$ cat src/rtl/animated_seven_segment_counter_unit_assert.svh
// Assertion macros for the animated seven-segment counter.
// Used by the top level; expects clk and rst_n in scope.
`ifndef ANIMATED_SEVEN_SEGMENT_COUNTER_UNIT_ASSERT_SVH
`define ANIMATED_SEVEN_SEGMENT_COUNTER_UNIT_ASSERT_SVH

// Check that the antecedent implies the consequent in the same cycle.
`define ASC_ASSERT_SAME(lbl, ante, cons) \
    lbl: assert property (@(posedge clk) disable iff (!rst_n) (ante) |-> (cons)) \
        else $error("asc check failed");

// Check that the antecedent implies the consequent in the next cycle.
`define ASC_ASSERT_NEXT(lbl, ante, cons) \
    lbl: assert property (@(posedge clk) disable iff (!rst_n) (ante) |=> (cons)) \
        else $error("asc check failed");

`endif

$ cat src/rtl/asc_pkg.sv
// Shared constants and the segment code table of the counter.
// No dependencies.
package asc_pkg;

    localparam int VALUE_W     = 27;
    localparam int BCD_DIGITS  = 8;
    localparam int BCD_W       = 4 * BCD_DIGITS;
    localparam int SEG_W       = 7;
    localparam int SEGS_W      = 56;
    localparam int POS_W       = 4;
    localparam int OP_W        = 2;
    localparam int IN_TDATA_W  = 32;
    localparam int OUT_TDATA_W = 88;
    localparam int OUT_TUSER_W = 2;

    localparam logic [VALUE_W-1:0] VALUE_MAX = 27'd99999999;

    localparam logic [OP_W-1:0] OP_TICK   = 2'd0;
    localparam logic [OP_W-1:0] OP_TARGET = 2'd1;
    localparam logic [OP_W-1:0] OP_LOAD   = 2'd2;

    function automatic logic [SEG_W-1:0] seg_code(input logic [3:0] digit);
        logic [SEG_W-1:0] code;
        case (digit)
            4'd0:    code = 7'h3F;
            4'd1:    code = 7'h06;
            4'd2:    code = 7'h5B;
            4'd3:    code = 7'h4F;
            4'd4:    code = 7'h66;
            4'd5:    code = 7'h6D;
            4'd6:    code = 7'h7D;
            4'd7:    code = 7'h07;
            4'd8:    code = 7'h7F;
            4'd9:    code = 7'h6F;
            default: code = 7'h00;
        endcase
        return code;
    endfunction

endpackage

$ cat src/rtl/asc_bcd.sv
// Iterative binary to BCD converter, one shift-and-adjust step per cycle.
// Depends on asc_pkg.
module asc_bcd
    import asc_pkg::*;
(
    input  logic               clk,
    input  logic               rst_n,
    input  logic               start,
    input  logic [VALUE_W-1:0] value,
    output logic               done,
    output logic [BCD_W-1:0]   bcd
);

    localparam int CNT_W = $clog2(VALUE_W);

    logic [VALUE_W-1:0] bin_reg, bin_next;
    logic [BCD_W-1:0]   bcd_reg, bcd_next;
    logic [CNT_W-1:0]   cnt_reg, cnt_next;
    logic               busy_reg, busy_next;
    logic               done_reg, done_next;
    logic [BCD_W-1:0]   adj;

    always_comb
    begin
        for (int k = 0; k < BCD_DIGITS; k++)
        begin
            adj[4*k +: 4] = (bcd_reg[4*k +: 4] >= 4'd5) ? bcd_reg[4*k +: 4] + 4'd3
                                                        : bcd_reg[4*k +: 4];
        end
    end

    always_comb
    begin
        bin_next  = bin_reg;
        bcd_next  = bcd_reg;
        cnt_next  = cnt_reg;
        busy_next = busy_reg;
        done_next = 1'b0;
        if (start)
        begin
            bin_next  = value;
            bcd_next  = '0;
            cnt_next  = '0;
            busy_next = 1'b1;
        end
        else if (busy_reg)
        begin
            bcd_next = {adj[BCD_W-2:0], bin_reg[VALUE_W-1]};
            bin_next = {bin_reg[VALUE_W-2:0], 1'b0};
            cnt_next = cnt_reg + 1'b1;
            if (cnt_reg == CNT_W'(VALUE_W - 1))
            begin
                busy_next = 1'b0;
                done_next = 1'b1;
            end
        end
    end

    always_ff @(posedge clk or negedge rst_n)
    begin
        if (!rst_n)
        begin
            bcd_reg  <= '0;
            cnt_reg  <= '0;
            busy_reg <= 1'b0;
            done_reg <= 1'b0;
        end
        else
        begin
            bcd_reg  <= bcd_next;
            cnt_reg  <= cnt_next;
            busy_reg <= busy_next;
            done_reg <= done_next;
        end
    end

    always_ff @(posedge clk)
    begin
        bin_reg <= bin_next;
    end

    assign done = done_reg;
    assign bcd  = bcd_reg;

endmodule

$ cat config.mk
export PLATFORM = sky130hd
export DESIGN_NAME = asc_bcd
export DESIGN_NICKNAME = d
export VERILOG_FILES = /design/src/rtl/animated_seven_segment_counter_unit_assert.svh /design/src/rtl/asc_pkg.sv /design/src/rtl/asc_bcd.sv
export SDC_FILE = /design/constraint.sdc
export NUM_CORES = 1
export LEC_CHECK = 0
export BUFFER_PORTS_ARGS = -buffer_cell sky130_fd_sc_hd__buf_2
export CELL_PAD_IN_SITES_DETAIL_PLACEMENT = 0
export CELL_PAD_IN_SITES_GLOBAL_PLACEMENT = 1
export CORE_MARGIN = 1
export CORE_UTILIZATION = 47
export CTS_BUF_LIST = sky130_fd_sc_hd__clkbuf_16
export DETAILED_ROUTE_END_ITERATION = 6
export GPL_ROUTABILITY_DRIVEN = 0
export GPL_TIMING_DRIVEN = 0
export PLACE_DENSITY_LB_ADDON = 0.1
export SLEW_MARGIN = 20
export SYNTH_ARGS = -nofsm -noshare
export SYNTH_HDL_FRONTEND = slang
export SYNTH_SLANG_ARGS = --single-unit
$ cat constraint.sdc
create_clock -name clk -period 2.4 [get_ports clk]
set_input_delay 0.48 -clock clk [delete_from_list [all_inputs] [get_ports clk]]
set_output_delay 0.48 -clock clk [all_outputs]
set_load 0.02 [all_outputs]
# == Word-level counts from Yosys, hierarchy flattened ==
# Index checks and enable logic that the tools add are counted.
# op_classes
n_addsub,9
order_cmp,8
eq_ne,1
mux,20
reduce_logical,1
# ops
operator,n
$mux 32,2
$mux 27,2
$ge 4x3->1 const B,8
$add 4x2->4 const B,7
$mux 4,7
$mux 5,2
$mux 1,6
$add 5x1->5 const B,1
$eq 5x5->1 const B,1
$add 3x2->3 const B,1
$mux 3,1
$reduce_bool 2->1,1
# totals
ff_bits,66
in_bits,30
out_inout_bits,33

# == Depth between registers and ports, before layout ==
# Gate-level depths: netlist of the first run.
# depth
word_depth,4
ltp_mapped,6
depth_no_buf,6

# == Worst setup path after synthesis of the first run ==
# OpenSTA, ideal clock, no wires.
# synth_timing
kind,register to register
startpoint,register bcd_reg[5] (netlist: bcd[5])
endpoint,register bcd_reg[6] (netlist: bcd[6])
t_arrival_ps,1637
required_time_ps,2313
slack_ps,676
stages_incl_launch_ff,7
path_buffers,0
period_less_slack_ps,1724
path_cell_list,dfrtp_1 -> inv_1 -> ha_1 -> nand2b_1 -> a21oi_1 -> mux2_2 -> a211oi_2
# synth_between
elab_chain_cells,4
elab_cells_between_ends,5
classes_between,1 x add/sub; 1 x order compare; 3 x mux
# synth_lines
item,line,source
start: declaration,asc_bcd.sv:17,"logic [BCD_W-1:0] bcd_reg, bcd_next;"
start signal: assignment,asc_bcd.sv:70,bcd_reg <= bcd_next;
$add 4x2->4 or $ge 4x3->1 (tied branches),asc_bcd.sv:27,adj[4*k +: 4] = (bcd_reg[4*k +: 4] >= 4'd5) ? bcd_reg[4*k +: 4] + 4'd3
$mux 4 *,asc_bcd.sv:27,
$mux 32 *,asc_bcd.sv:46,else if (busy_reg)
$mux 32 *,asc_bcd.sv:39,if (start)
# Mark *: on every way between the ends. The rest lies on a longest branch, timed or not. The select of a mux whose other input is x is not followed.
# A chain may end at the register's enable or synchronous reset.

# == Final worst setup path of the first run ==
# layout_timing
startpoint,register busy_reg
endpoint,register bin_reg[2] (enable)
# layout_between
elab_chain_cells,1
# layout_lines
item,line,source
start: declaration,asc_bcd.sv:19,"logic busy_reg, busy_next;"
start signal: assignment,asc_bcd.sv:72,busy_reg <= busy_next;
$reduce_bool 2->1 (no line),--,
end signal: assignment,asc_bcd.sv:79,bin_reg <= bin_next;
end: declaration,asc_bcd.sv:16,"logic [VALUE_W-1:0] bin_reg, bin_next;"
# No other way between the ends.

==> metrics.md, run 1 <==
| Metric | Value |
|---|---|
| Die width | `88.4 um` |
| Drt drc | `0` |
| Global-route usage over all layers | `22.2%` |
| Pins over their slew limit | `0` |
| H-Tree Level Count | `3` |
| Count of hold buffers inserted by post-cts repair | `0` |
| Cell area power density | `642 mW/mm^2` |
| RSZ-0062 raised after global routing | `false` |
| Share of cells above drive strength 1 | `31.7%` |
| Die area | `0.00782 sq mm` |
| Internal power component | `2.12 mW` |
| Via density | `5.53` |
| Largest fanout on the critical path | `27` |
| Portion of the clock cycle consumed by the worst path in the final layout | `79.1%` |
| Clk sink count | `66` |
| Setup violations, final | `0` |
| Hold Violations, Final | `0` |
| Cell area after placement | `0.00394 sq mm` |
| Global-route wire length before repair | `12600 um` |
| Sequential fraction of design power | `46.6%` |
| Antenna diode count | `0` |
| Total non-filler cell area in the finished layout | `0.00423 sq mm` |
| Per-instance average area after synthesis | `11.3 sq um` |
| Number of unique standard cell types used by synthesis | `45` |
| Num rows | `31` |
| Total global routing overflow | `0` |
| Die height | `88.4 um` |
| DRT iter0 DRCs | `157` |
| Net Switching | `0.599 mW` |
| Critical path required time | `2.36 ns` |
| Maximum vdd drop | `0.492 mV` |
| Count of input and output buffers | `62` |
| Sequential share of the synthesized area | `50.9%` |
| Via count of the first global-routing pass | `2471` |
| Flop and latch count out of synthesis | `66` |
| Part of the total power dissipated in combinational logic | `6.5%` |
| Number of ports placed on the die boundary | `63` |
| Number of setup buffers added after CTS | `0` |
| Status | `finished, final reports clean` |
| Sum of negative setup slack | `0 ns` |
| Post-Synthesis Cells | `310` |
| Final worst slack | `0.501 ns` |
| Synthesized Nets | `358` |
| Clock-pin slew on the worst setup and hold paths | `0.06 ns` |
| Worst hold-check slack | `0.279 ns` |
| Clock tree from TritonCTS | `done` |
| Worst rel slew slack | `39.3%` |
| Critical setup path kind | `reg -> reg` |
| Min-Delay Path Class | `in -> async` |
| Cell taking the most area after synthesis | `sky130_fd_sc_hd__dfrtp_1` |
| Largest net degree at the start of global routing | `40` |
| Starting density of the core | `48.4%` |
| Total power | `2.72 mW` |
| Arrival time reported for the critical path endpoint | `1.86 ns` |
| Total number of vias | `2695` |
| Leading register cell type out of synthesis | `sky130_fd_sc_hd__dfrtp_1` |
| Min cycle time layout | `1.90 ns` |
| Worst clock skew | `0.00628 ns` |
| Routed wire length | `8100 um` |
| DPL Wire Length | `5400 um` |
| Met2 Use GR | `33.9%` |
| Placeable core area | `0.00725 sq mm` |
| Slew at the pin with the worst max-slew slack | `0.910 ns` |
| F_max | `0.527 GHz` |
| Proportion of power drawn by the clock network | `46.9%` |
| Share of flip-flops with an asynchronous set or reset | `59.1%` |
| Busiest grt layer | `met2` |
| Global-route track usage on met3 | `4.10%` |
| Yosys top cell area share | `27.8%` |
| Switching Share | `22.0%` |
| Post-synth design cell area | `0.00351 sq mm` |
| Kind of launch point of the worst setup path | `register` |
| Wire length per cell after detailed routing | `16.6 um` |
| Number of detailed-route iterations in the first pass | `6` |
| Most area-consuming cells after synthesis | `sky130_fd_sc_hd__dfrtp_1, sky130_fd_sc_hd__edfxtp_1, sky130_fd_sc_hd__mux2_2, sky130_fd_sc_hd__ha_1, sky130_fd_sc_hd__a21oi_1` |
| Clock tree root buffer cell | `sky130_fd_sc_hd__clkbuf_16` |
| Number of warning messages in the yosys log | `0` |
| Number of enable-type register cells in the synthesized netlist | `27` |
| Clock latency reported for the late side of the worst-skew pair | `0.33 ns` |
| Nets | `431` |
| Met1 track demand over resource | `30.7%` |
| CTS max path bufs | `2` |
| Number of resized instances in the post-cts repair step | `0` |
| Leakage power of the design | `1.85 nW` |
| Number of filler cells placed in the layout | `666` |
| Kind of end point of the critical path | `register` |
| Antenna violations before repair | `0` |
| Number of nets still failing antenna checks after routing | `0` |
| Max-cap check violation count | `0` |
| Max reg flops | `32` |
| Clock buffers created by TritonCTS | `9` |
| Minimum setup slack after placement | `0.286 ns` |
| P&R area growth vs syn | `20.6%` |
path summary, 6_finish.rpt:
path | startpoint | end | slack [ns] | depth (start not counted)
worst max-delay path | busy_reg | bin_reg[2] | 0.50 | 3
worst min-delay path | rst_n | bcd[24] | 0.28 | 1
worst max register to register | busy_reg | bin_reg[2] | 0.50 | 3
worst min register to register | bcd[31] | bcd[31] | 0.54 | 2
max in group asynchronous | rst_n | cnt_reg[0] | 1.55 | 1
min in group clk | value[0] | bin_reg[0] | 0.43 | 2
Yosys cell counts (5+ instances only):
master	instances
sky130_fd_sc_hd__dfrtp_1	39
sky130_fd_sc_hd__o311ai_1	5
sky130_fd_sc_hd__a21oi_1	21
sky130_fd_sc_hd__nand3_1	9
sky130_fd_sc_hd__mux2_2	27
sky130_fd_sc_hd__ha_1	18
sky130_fd_sc_hd__nor2_1	12
sky130_fd_sc_hd__nand2_1	14
sky130_fd_sc_hd__xor2_1	8
sky130_fd_sc_hd__buf_2	11
sky130_fd_sc_hd__nand4b_1	6
sky130_fd_sc_hd__o31ai_1	5
sky130_fd_sc_hd__edfxtp_1	27
sky130_fd_sc_hd__o21ai_0	15
sky130_fd_sc_hd__inv_1	21
sky130_fd_sc_hd__or3_1	7
sky130_fd_sc_hd__or4b_1	5
sky130_fd_sc_hd__o21ai_1	5
sky130_fd_sc_hd__nand2b_1	10
stage by stage:
| step | util (%) | cells |
|---|---|---|
| 5_1_grt | 58.3 | 487 |
| 3_5_place_dp | 54.4 | 471 |
| 3_3_place_gp | 54.4 | 471 |
| 2_1_floorplan | - | 310 |
| 4_1_cts | 58.3 | 487 |
| 6_report | 58.3 | 487 |
critical path, stage by stage, from the launching register on:
cell	delay, ns
sky130_fd_sc_hd__dfrtp_1	0.37
sky130_fd_sc_hd__buf_2	0.24
sky130_fd_sc_hd__buf_2	0.32
sky130_fd_sc_hd__or2_2	0.60
placed cells by master (no fill, tap or decap), drive strengths merged, types with 5 or more instances in the layout:
master	n
xor2	8
edfxtp	27
o311ai	5
nand2	14
or4b	5
buf	76
or3	7
o31ai	5
clkbuf	12
nand2b	10
ha	18
mux2	27
nor2	12
dfrtp	39
nand3	9
o21ai	20
a21oi	21
nand4b	6
inv	22
area by class of cell:
cell class              instances  area (sq um)  share of cell area, %
clock buffers                   9           225                   5.32
flip-flops and latches         66          1790                   42.2
well taps                      99           124                   2.93
multi-input cells             206          1550                   36.6
clock inverters                 7          62.6                   1.48
inverters                      21          78.8                   1.86
plain buffers                  17          93.8                   2.22
repair buffers                 62           310                   7.33
layer usage:
metal,wire length (um),part of all wire (%),vias up
met3,372,4.6,11
met1,3760,46,1316
li1,-,-,1291
met5,0,0,-
met2,3820,47,77
met4,139,1.7,0
power by group through the flow:
stage	logic (mW)	registers, mW	clock network (mW)
floorplan	0.104	1.29	0
global placement	0.176	1.28	0
detailed placement	0.180	1.29	0
CTS	0.180	1.27	1.30
global route	0.196	1.27	1.33
finish	0.178	1.27	1.27
cells by family after synthesis:
kind of cell | after synthesis | share of synthesized area, %
AOI/OAI and AO/OA | 73 | 13.7
adders and majority gates | 18 | 6.42
muxes | 28 | 8.95
DFF | 66 | 50.9
xor gates and xnor gates | 9 | 2.25
and+or+nand+nor | 78 | 12.8
buffers and inverters | 38 | 4.92
Power figures use the tool's default switching activity.
==> run 2: changes to the inputs <==
ABC_AREA = 1   (was unset)
CORE_UTILIZATION = 41   (was 47)
clock period = 1.9 ns   (was 2.4 ns; I/O delays follow)
==> run 2 against run 1 <==
Sequential cell count did not move. Routed wire length fell by 6.0%. Sequential share of layout area rose by 0.075 points. Non-clock buffer count fell by 5. Via count rose by 11%. Total power rose by 32%. Hold slack got worse by 0.091 ns. Critical path type unchanged. Highest routed layer unchanged.
==> metrics.md, run 2 <==
| Metric | Value |
|---|---|
| Final worst slack | `0.210 ns (-0.291 ns)` |
| Minimum setup slack after placement | `0.0645 ns (-0.222 ns)` |
| H-Tree Level Count | `3 (unchanged)` |
| Max reg flops | `32 (unchanged)` |
| Leading register cell type out of synthesis | `sky130_fd_sc_hd__dfrtp_1` |
| Maximum vdd drop | `0.436 mV (-11%)` |
| Final core utilization | `51.4% (-6.9 points)` |
| Clock tree root buffer cell | `sky130_fd_sc_hd__clkbuf_16` |
| Number of enable-type register cells in the synthesized netlist | `27 (unchanged)` |
| Share of cells above drive strength 1 | `17.8% (-14 points)` |
| Critical path required time | `1.85 ns (-0.51 ns)` |
| Cell area power density | `846 mW/mm^2 (+32%)` |
| Via density | `4.88 (-12%)` |
| Destination of the critical timing path | `bin_reg[14]` |
| Total global routing overflow | `0 (unchanged)` |
| Number of filler cells placed in the layout | `822 (+23%)` |
| Most area-consuming cells after synthesis | `sky130_fd_sc_hd__dfrtp_1, sky130_fd_sc_hd__edfxtp_1, sky130_fd_sc_hd__nand2_1, sky130_fd_sc_hd__ha_1, sky130_fd_sc_hd__nand3_1` |
| Min cycle time layout | `1.69 ns (-0.209 ns)` |
| Pins over their slew limit | `0 (unchanged)` |
| Most frequent cells after synthesis | `sky130_fd_sc_hd__nand2_1, sky130_fd_sc_hd__dfrtp_1, sky130_fd_sc_hd__inv_1, sky130_fd_sc_hd__nand3_1, sky130_fd_sc_hd__edfxtp_1` |
| Post-Synthesis Cells | `428 (+38%)` |
| Die width | `94.0 um (+6.3%)` |
| Most frequent cell after synthesis | `sky130_fd_sc_hd__nand2_1` |
| Nets | `549 (+27%)` |
| Synthesized Nets | `476 (+33%)` |
| Placed cell count | `595 (+26%)` |
| Leakage power of the design | `2.32 nW (+25%)` |
| Global-route usage over all layers | `19.1% (-3.2 points)` |
| Number of detailed-route iterations in the first pass | `4 (-2)` |
| Critical setup path kind | `reg -> reg` |
| Setup violations, final | `0 (unchanged)` |
| Launch point of the worst path | `busy_reg` |
| Die height | `94.0 um (+6.3%)` |
| Count of cells along the worst register-to-register path | `3 (unchanged)` |
| Total number of vias | `2983 (+11%)` |
| Worst rel slew slack | `39.2% (-0.16 points)` |
| Number of unique standard cell types used by synthesis | `19 (-58%)` |
| Number of warning messages in the yosys log | `0 (unchanged)` |
| Num rows | `33 (+6.5%)` |
| Starting density of the core | `42.3% (-6.1 points)` |
| CTS max path bufs | `2 (unchanged)` |
| Flop and latch count out of synthesis | `66 (unchanged)` |
| Number of ports placed on the die boundary | `63 (unchanged)` |
| Kind of end point of the critical path | `register` |
| Drt drc | `0 (unchanged)` |
| F_max | `0.592 GHz (+12%)` |
| Number of resized instances in the post-cts repair step | `0 (unchanged)` |
| Min-Delay Path Class | `in -> async` |
| Clock tree from TritonCTS | `done` |
| Critical R2R Capture | `bin_reg[14]` |
| Status | `finished, final reports clean` |
| Sum of negative setup slack | `0 ns (unchanged)` |
| DPL Wire Length | `5060 um (-6.2%)` |
| Count of input and output buffers | `62 (unchanged)` |
| Portion of the clock cycle consumed by the worst path in the final layout | `88.9% (+9.8 points)` |
| Global-route wire length before repair | `12900 um (+2.1%)` |
| Max-cap check violation count | `0 (unchanged)` |
| Largest net degree at the start of global routing | `40 (unchanged)` |
| Ordered list of cells on the worst path | `inv_2 -> nand2_1 -> buf_2` |
| Slowest cell on the critical path | `sky130_fd_sc_hd__buf_2` |
| RSZ-0062 raised after global routing | `false` |
| Cell taking the most area after synthesis | `sky130_fd_sc_hd__dfrtp_1` |
| Per-instance average area after synthesis | `8.11 sq um (-28%)` |
| Arrival time reported for the critical path endpoint | `1.64 ns (-0.22 ns)` |
| Most common cell after layout, fill and taps aside | `sky130_fd_sc_hd__nand2_1` |
| Clock latency reported for the late side of the worst-skew pair | `0.33 ns (about the same)` |
| Final non-filler cell total | `611 (+25%)` |
| Hold Violations, Final | `0 (unchanged)` |
| Placeable core area | `0.00822 sq mm (+13%)` |
| Kind of launch point of the worst setup path | `register` |
| Via count of the first global-routing pass | `2826 (+14%)` |
| Largest fanout on the critical path | `36 (+33%)` |
| Clk sink count | `66 (unchanged)` |
| Count of hold buffers inserted by post-cts repair | `0 (unchanged)` |
| Die area | `0.00884 sq mm (+13%)` |
| Antenna violations before repair | `0 (unchanged)` |
| Top library cells by usage in the layout, fill and taps aside | `sky130_fd_sc_hd__nand2_1, sky130_fd_sc_hd__buf_2, sky130_fd_sc_hd__inv_1` |
| Delay of the slowest cell on the worst path | `0.70 ns (+0.10 ns)` |
| Routed wire length | `7610 um (-6.0%)` |
| Wire length per cell after detailed routing | `12.5 um (-25%)` |
| Clock buffers created by TritonCTS | `9 (unchanged)` |
| Clock-pin slew on the worst setup and hold paths | `0.06 ns (about the same)` |
| Crit Reg-Reg Startpoint | `busy_reg` |
| Register-to-register path setup slack | `0.21 ns (-0.29 ns)` |
| Share of flip-flops with an asynchronous set or reset | `59.1% (unchanged)` |
| Number of setup buffers added after CTS | `0 (unchanged)` |
| P&R area growth vs syn | `21.7%` |
| Post-synth design cell area | `0.00347 sq mm (-1.1%)` |
| Sequential share of the synthesized area | `51.5% (+0.55 points)` |
| Yosys top cell area share | `28.1% (+0.30 points)` |
| Worst hold-check slack | `0.188 ns (-0.0910 ns)` |
| Antenna diode count | `0 (unchanged)` |
| DRT iter0 DRCs | `104 (-34%)` |
| Worst clock skew | `0.00744 ns (+0.00116 ns)` |
| Slew at the pin with the worst max-slew slack | `0.912 ns (+0.00237 ns)` |
| Number of nets still failing antenna checks after routing | `0 (unchanged)` |
-- run 2: cell count changes after synthesis, sizes merged, moves of 6 or more --
cell / previous run / this run
o21ai: 20 / 9
inv: 21 / 42
a21oi: 21 / 9
nand2b: 10 / 0
xor2: 8 / 0
nand3: 9 / 31
nand4b: 6 / 0
or3: 7 / 0
o22ai: 0 / 9
mux2: 27 / 0
nand4: 2 / 17
nand2: 14 / 205
-- run 2: worst min path at each step --
stage                           start  endpoint  slack, ns
after floorplan                 rst_n    bcd[0]       0.08
after global placement    bin_reg[26]    bcd[0]       0.45
after detailed placement  bin_reg[26]    bcd[0]       0.45
after CTS                       rst_n   bcd[13]       0.23
after global routing            rst_n   bcd[10]       0.28
final                           rst_n   bcd[10]       0.19
-- run 2: cell families after synthesis --
logic type / Yosys count / synth area share (%)
buffers and inverters: 54 / 6.77
and+or+nand+nor: 263 / 31.1
AOI/OAI and AO/OA: 27 / 4.22
DFF: 66 / 51.5
adders and majority gates: 18 / 6.49
-- run 2: report_power, final --
part	total (mW)	leakage, nW	internal, mW	switching [mW]
registers	1.59	0.833	1.56	0.0303
logic	0.231	1.33	0.0873	0.144
clock network	1.75	0.154	1.13	0.620
total	3.58	2.32	2.78	0.794
-- run 2: through the flow --
step                instance area [sq um]  total power [mW]
floorplan                            3470              1.75
global placement                     3910              1.85
detailed placement                   3910              1.85
CTS                                  4220              3.61
global route                         4220              3.71
finish                               4220              3.58
-- run 2: routing by layer --
layer / up-vias / part of all wire (%) / global-route usage [%]
li1: 1536 / - / -
met1: 1381 / 48 / 24.4
met2: 56 / 46 / 31.2
met3: 10 / 3.9 / 4.53
met4: 0 / 1.6 / 7.18
met5: - / 0 / 0
-- run 2: area by class of cell --
type,instances,area (sq um),share of cell area [%]
buffer,12,77.6,1.84
clock buffer,9,225,5.33
clock inverter,7,85.1,2.01
inverter,42,158,3.73
multi-input combinational,308,1450,34.3
sequential,66,1790,42.3
tap,105,131,3.11
timing repair buffer,62,310,7.35
-- run 2: worst max-delay path, delay by kind of cell (launching register included) --
kind	cells	cell delay, ns
AND/OR/NAND/NOR	1	0.11
flip-flops	1	0.40
buffers and inverters	2	0.78
==> run 3: changes to the inputs <==
CORE_ASPECT_RATIO = 0.7   (was unset)
CORE_MARGIN = 2   (was 1)
CORE_UTILIZATION = 38   (was 41)
==> run 3 against run 2 <==
Combinational power hardly changed. Non-clock buffer count unchanged. Worst setup slack lost 0.024 ns. Critical path type unchanged.
==> metrics.md, run 3 (same netlist as run 2, synthesis figures left out) <==
| Metric | Value |
|---|---|
| Kind of end point of the critical path | `register` |
| Number of resized instances in the post-cts repair step | `0 (unchanged)` |
| Clock tree root buffer cell | `sky130_fd_sc_hd__clkbuf_16` |
| CTS max path bufs | `2 (unchanged)` |
| Routed wire length | `7750 um (+1.8%)` |
| Total number of vias | `2891 (-3.1%)` |
| Num rows | `29 (-12%)` |
| Critical R2R Capture | `bin_reg[5]` |
| Total global routing overflow | `0 (unchanged)` |
| Die width | `118 um (+26%)` |
| F_max | `0.583 GHz (-1.4%)` |
| Number of detailed-route iterations in the first pass | `4 (unchanged)` |
| Number of setup buffers added after CTS | `0 (unchanged)` |
| Share of cells above drive strength 1 | `17.4% (-0.40 points)` |
| Arrival time reported for the critical path endpoint | `1.66 ns (+0.02 ns)` |
| Die area | `0.00993 sq mm (+12%)` |
| Final core utilization | `47.1% (-4.3 points)` |
| DPL Wire Length | `5340 um (+5.5%)` |
| Cell area after placement | `0.00394 sq mm (+0.61%)` |
| Worst hold-check slack | `0.169 ns (-0.0188 ns)` |
| Count of input and output buffers | `62 (unchanged)` |
| Number of filler cells placed in the layout | `953 (+16%)` |
| Clk sink count | `66 (unchanged)` |
| Pins over their slew limit | `0 (unchanged)` |
| Count of hold buffers inserted by post-cts repair | `0 (unchanged)` |
| Sum of negative setup slack | `0 ns (unchanged)` |
| Clock buffers created by TritonCTS | `9 (unchanged)` |
| H-Tree Level Count | `3 (unchanged)` |
| Die height | `84.0 um (-11%)` |
| Antenna diode count | `0 (unchanged)` |
| Final non-filler cell total | `630 (+3.1%)` |
| Largest net degree at the start of global routing | `40 (unchanged)` |
| Starting density of the core | `38.7% (-3.5 points)` |
| Min-Delay Path Class | `in -> async` |
| Leakage power of the design | `2.31 nW (-0.16%)` |
| Count of cells along the worst register-to-register path | `3 (unchanged)` |
| Global-route wire length before repair | `13100 um (+1.8%)` |
| Critical path required time | `1.85 ns (about the same)` |
| Min cycle time layout | `1.71 ns (+0.0241 ns)` |
| Critical setup path kind | `reg -> reg` |
| RSZ-0062 raised after global routing | `false` |
| Most common cell after layout, fill and taps aside | `sky130_fd_sc_hd__nand2_1` |
| Hold Violations, Final | `0 (unchanged)` |
| Nets | `549 (unchanged)` |
| Placed cell count | `614 (+3.2%)` |
| Number of nets still failing antenna checks after routing | `0 (unchanged)` |
| Global-route usage over all layers | `16.8% (-2.3 points)` |
| Drt drc | `0 (unchanged)` |
| Worst clock skew | `0.00940 ns (+0.00196 ns)` |
| Status | `finished, final reports clean` |
| Wire length per cell after detailed routing | `12.3 um (-1.3%)` |
| Kind of launch point of the worst setup path | `register` |
| Placeable core area | `0.00896 sq mm (+9.1%)` |
| Clock-pin slew on the worst setup and hold paths | `0.05 ns (about the same)` |
| Max-cap check violation count | `0 (unchanged)` |
| Antenna violations before repair | `0 (unchanged)` |
| P&R area growth vs syn | `21.5%` |
| Maximum vdd drop | `0.460 mV (+5.5%)` |
| Portion of the clock cycle consumed by the worst path in the final layout | `90.2% (+1.3 points)` |
| Worst rel slew slack | `39.8% (+0.59 points)` |
| Top library cells by usage in the layout, fill and taps aside | `sky130_fd_sc_hd__nand2_1, sky130_fd_sc_hd__buf_2, sky130_fd_sc_hd__inv_1` |
| Crit Reg-Reg Startpoint | `busy_reg` |
| DRT iter0 DRCs | `153 (+47%)` |
| Max reg flops | `32 (unchanged)` |
| Via count of the first global-routing pass | `2768 (-2.1%)` |
| Register-to-register path setup slack | `0.19 ns (-0.02 ns)` |
| Cell area power density | `806 mW/mm^2 (-4.8%)` |
| Largest fanout on the critical path | `36 (unchanged)` |
| Clock tree from TritonCTS | `done` |
| Setup violations, final | `0 (unchanged)` |
| Number of ports placed on the die boundary | `63 (unchanged)` |
| Via density | `4.59 (-6.0%)` |
| Slew at the pin with the worst max-slew slack | `0.904 ns (-0.00884 ns)` |
| Clock latency reported for the late side of the worst-skew pair | `0.33 ns (about the same)` |
| Total non-filler cell area in the finished layout | `0.00422 sq mm (-0.15%)` |
[run 3: how the worst max path moves through the flow]
stage | endpoint | depth (start not counted) | start | slack [ns]
floorplan | bin_reg[0] | 3 | busy_reg | 0.50
global placement | bin_reg[10] | 4 | start | 0.10
detailed placement | bin_reg[9] | 4 | start | 0.07
CTS | bin_reg[5] | 3 | busy_reg | 0.14
global route | bin_reg[14] | 3 | busy_reg | 0.04
finish | bin_reg[5] | 3 | busy_reg | 0.19
[run 3: report_power, final]
group          internal [mW]  leakage, nW  total [mW]  switching [mW]
logic                 0.0873         1.33       0.232           0.144
registers               1.56        0.833        1.59          0.0318
clock network          0.991        0.150        1.57           0.584
total                   2.64         2.31        3.40           0.760
[run 3: critical path: stages (launching register included)]
cell	delay, ns
sky130_fd_sc_hd__dfrtp_1	0.43
sky130_fd_sc_hd__inv_2	0.09
sky130_fd_sc_hd__nand2_1	0.12
sky130_fd_sc_hd__buf_2	0.68
[run 3: routing by layer]
metal  wire length [um]  track usage [%]  vias up
li1                   -                -     1541
met1               4080             23.7     1294
met2               3280             24.1       52
met3                331             6.42        4
met4                 55             4.60        0
met5                  0                0        -
[run 3: stage by stage]
step	power (mW)	setup WS, ns
finish	3.40	0.186
global route	3.56	0.0425
CTS	3.45	0.139
detailed placement	1.85	0.0700
global placement	1.85	0.102
floorplan	1.75	0.498
[run 3: cell type report]
| class | instances | area (sq um) | share of cell area [%] |
|---|---|---|---|
| Buffer | 12 | 77.6 | 1.84 |
| Clock buffer | 9 | 225 | 5.34 |
| Clock inverter | 7 | 55.1 | 1.31 |
| Inverter | 42 | 158 | 3.74 |
| Multi-Input combinational cell | 308 | 1450 | 34.4 |
| Sequential cell | 66 | 1790 | 42.4 |
| Tap cell | 124 | 155 | 3.68 |
| Timing Repair Buffer | 62 | 310 | 7.36 |
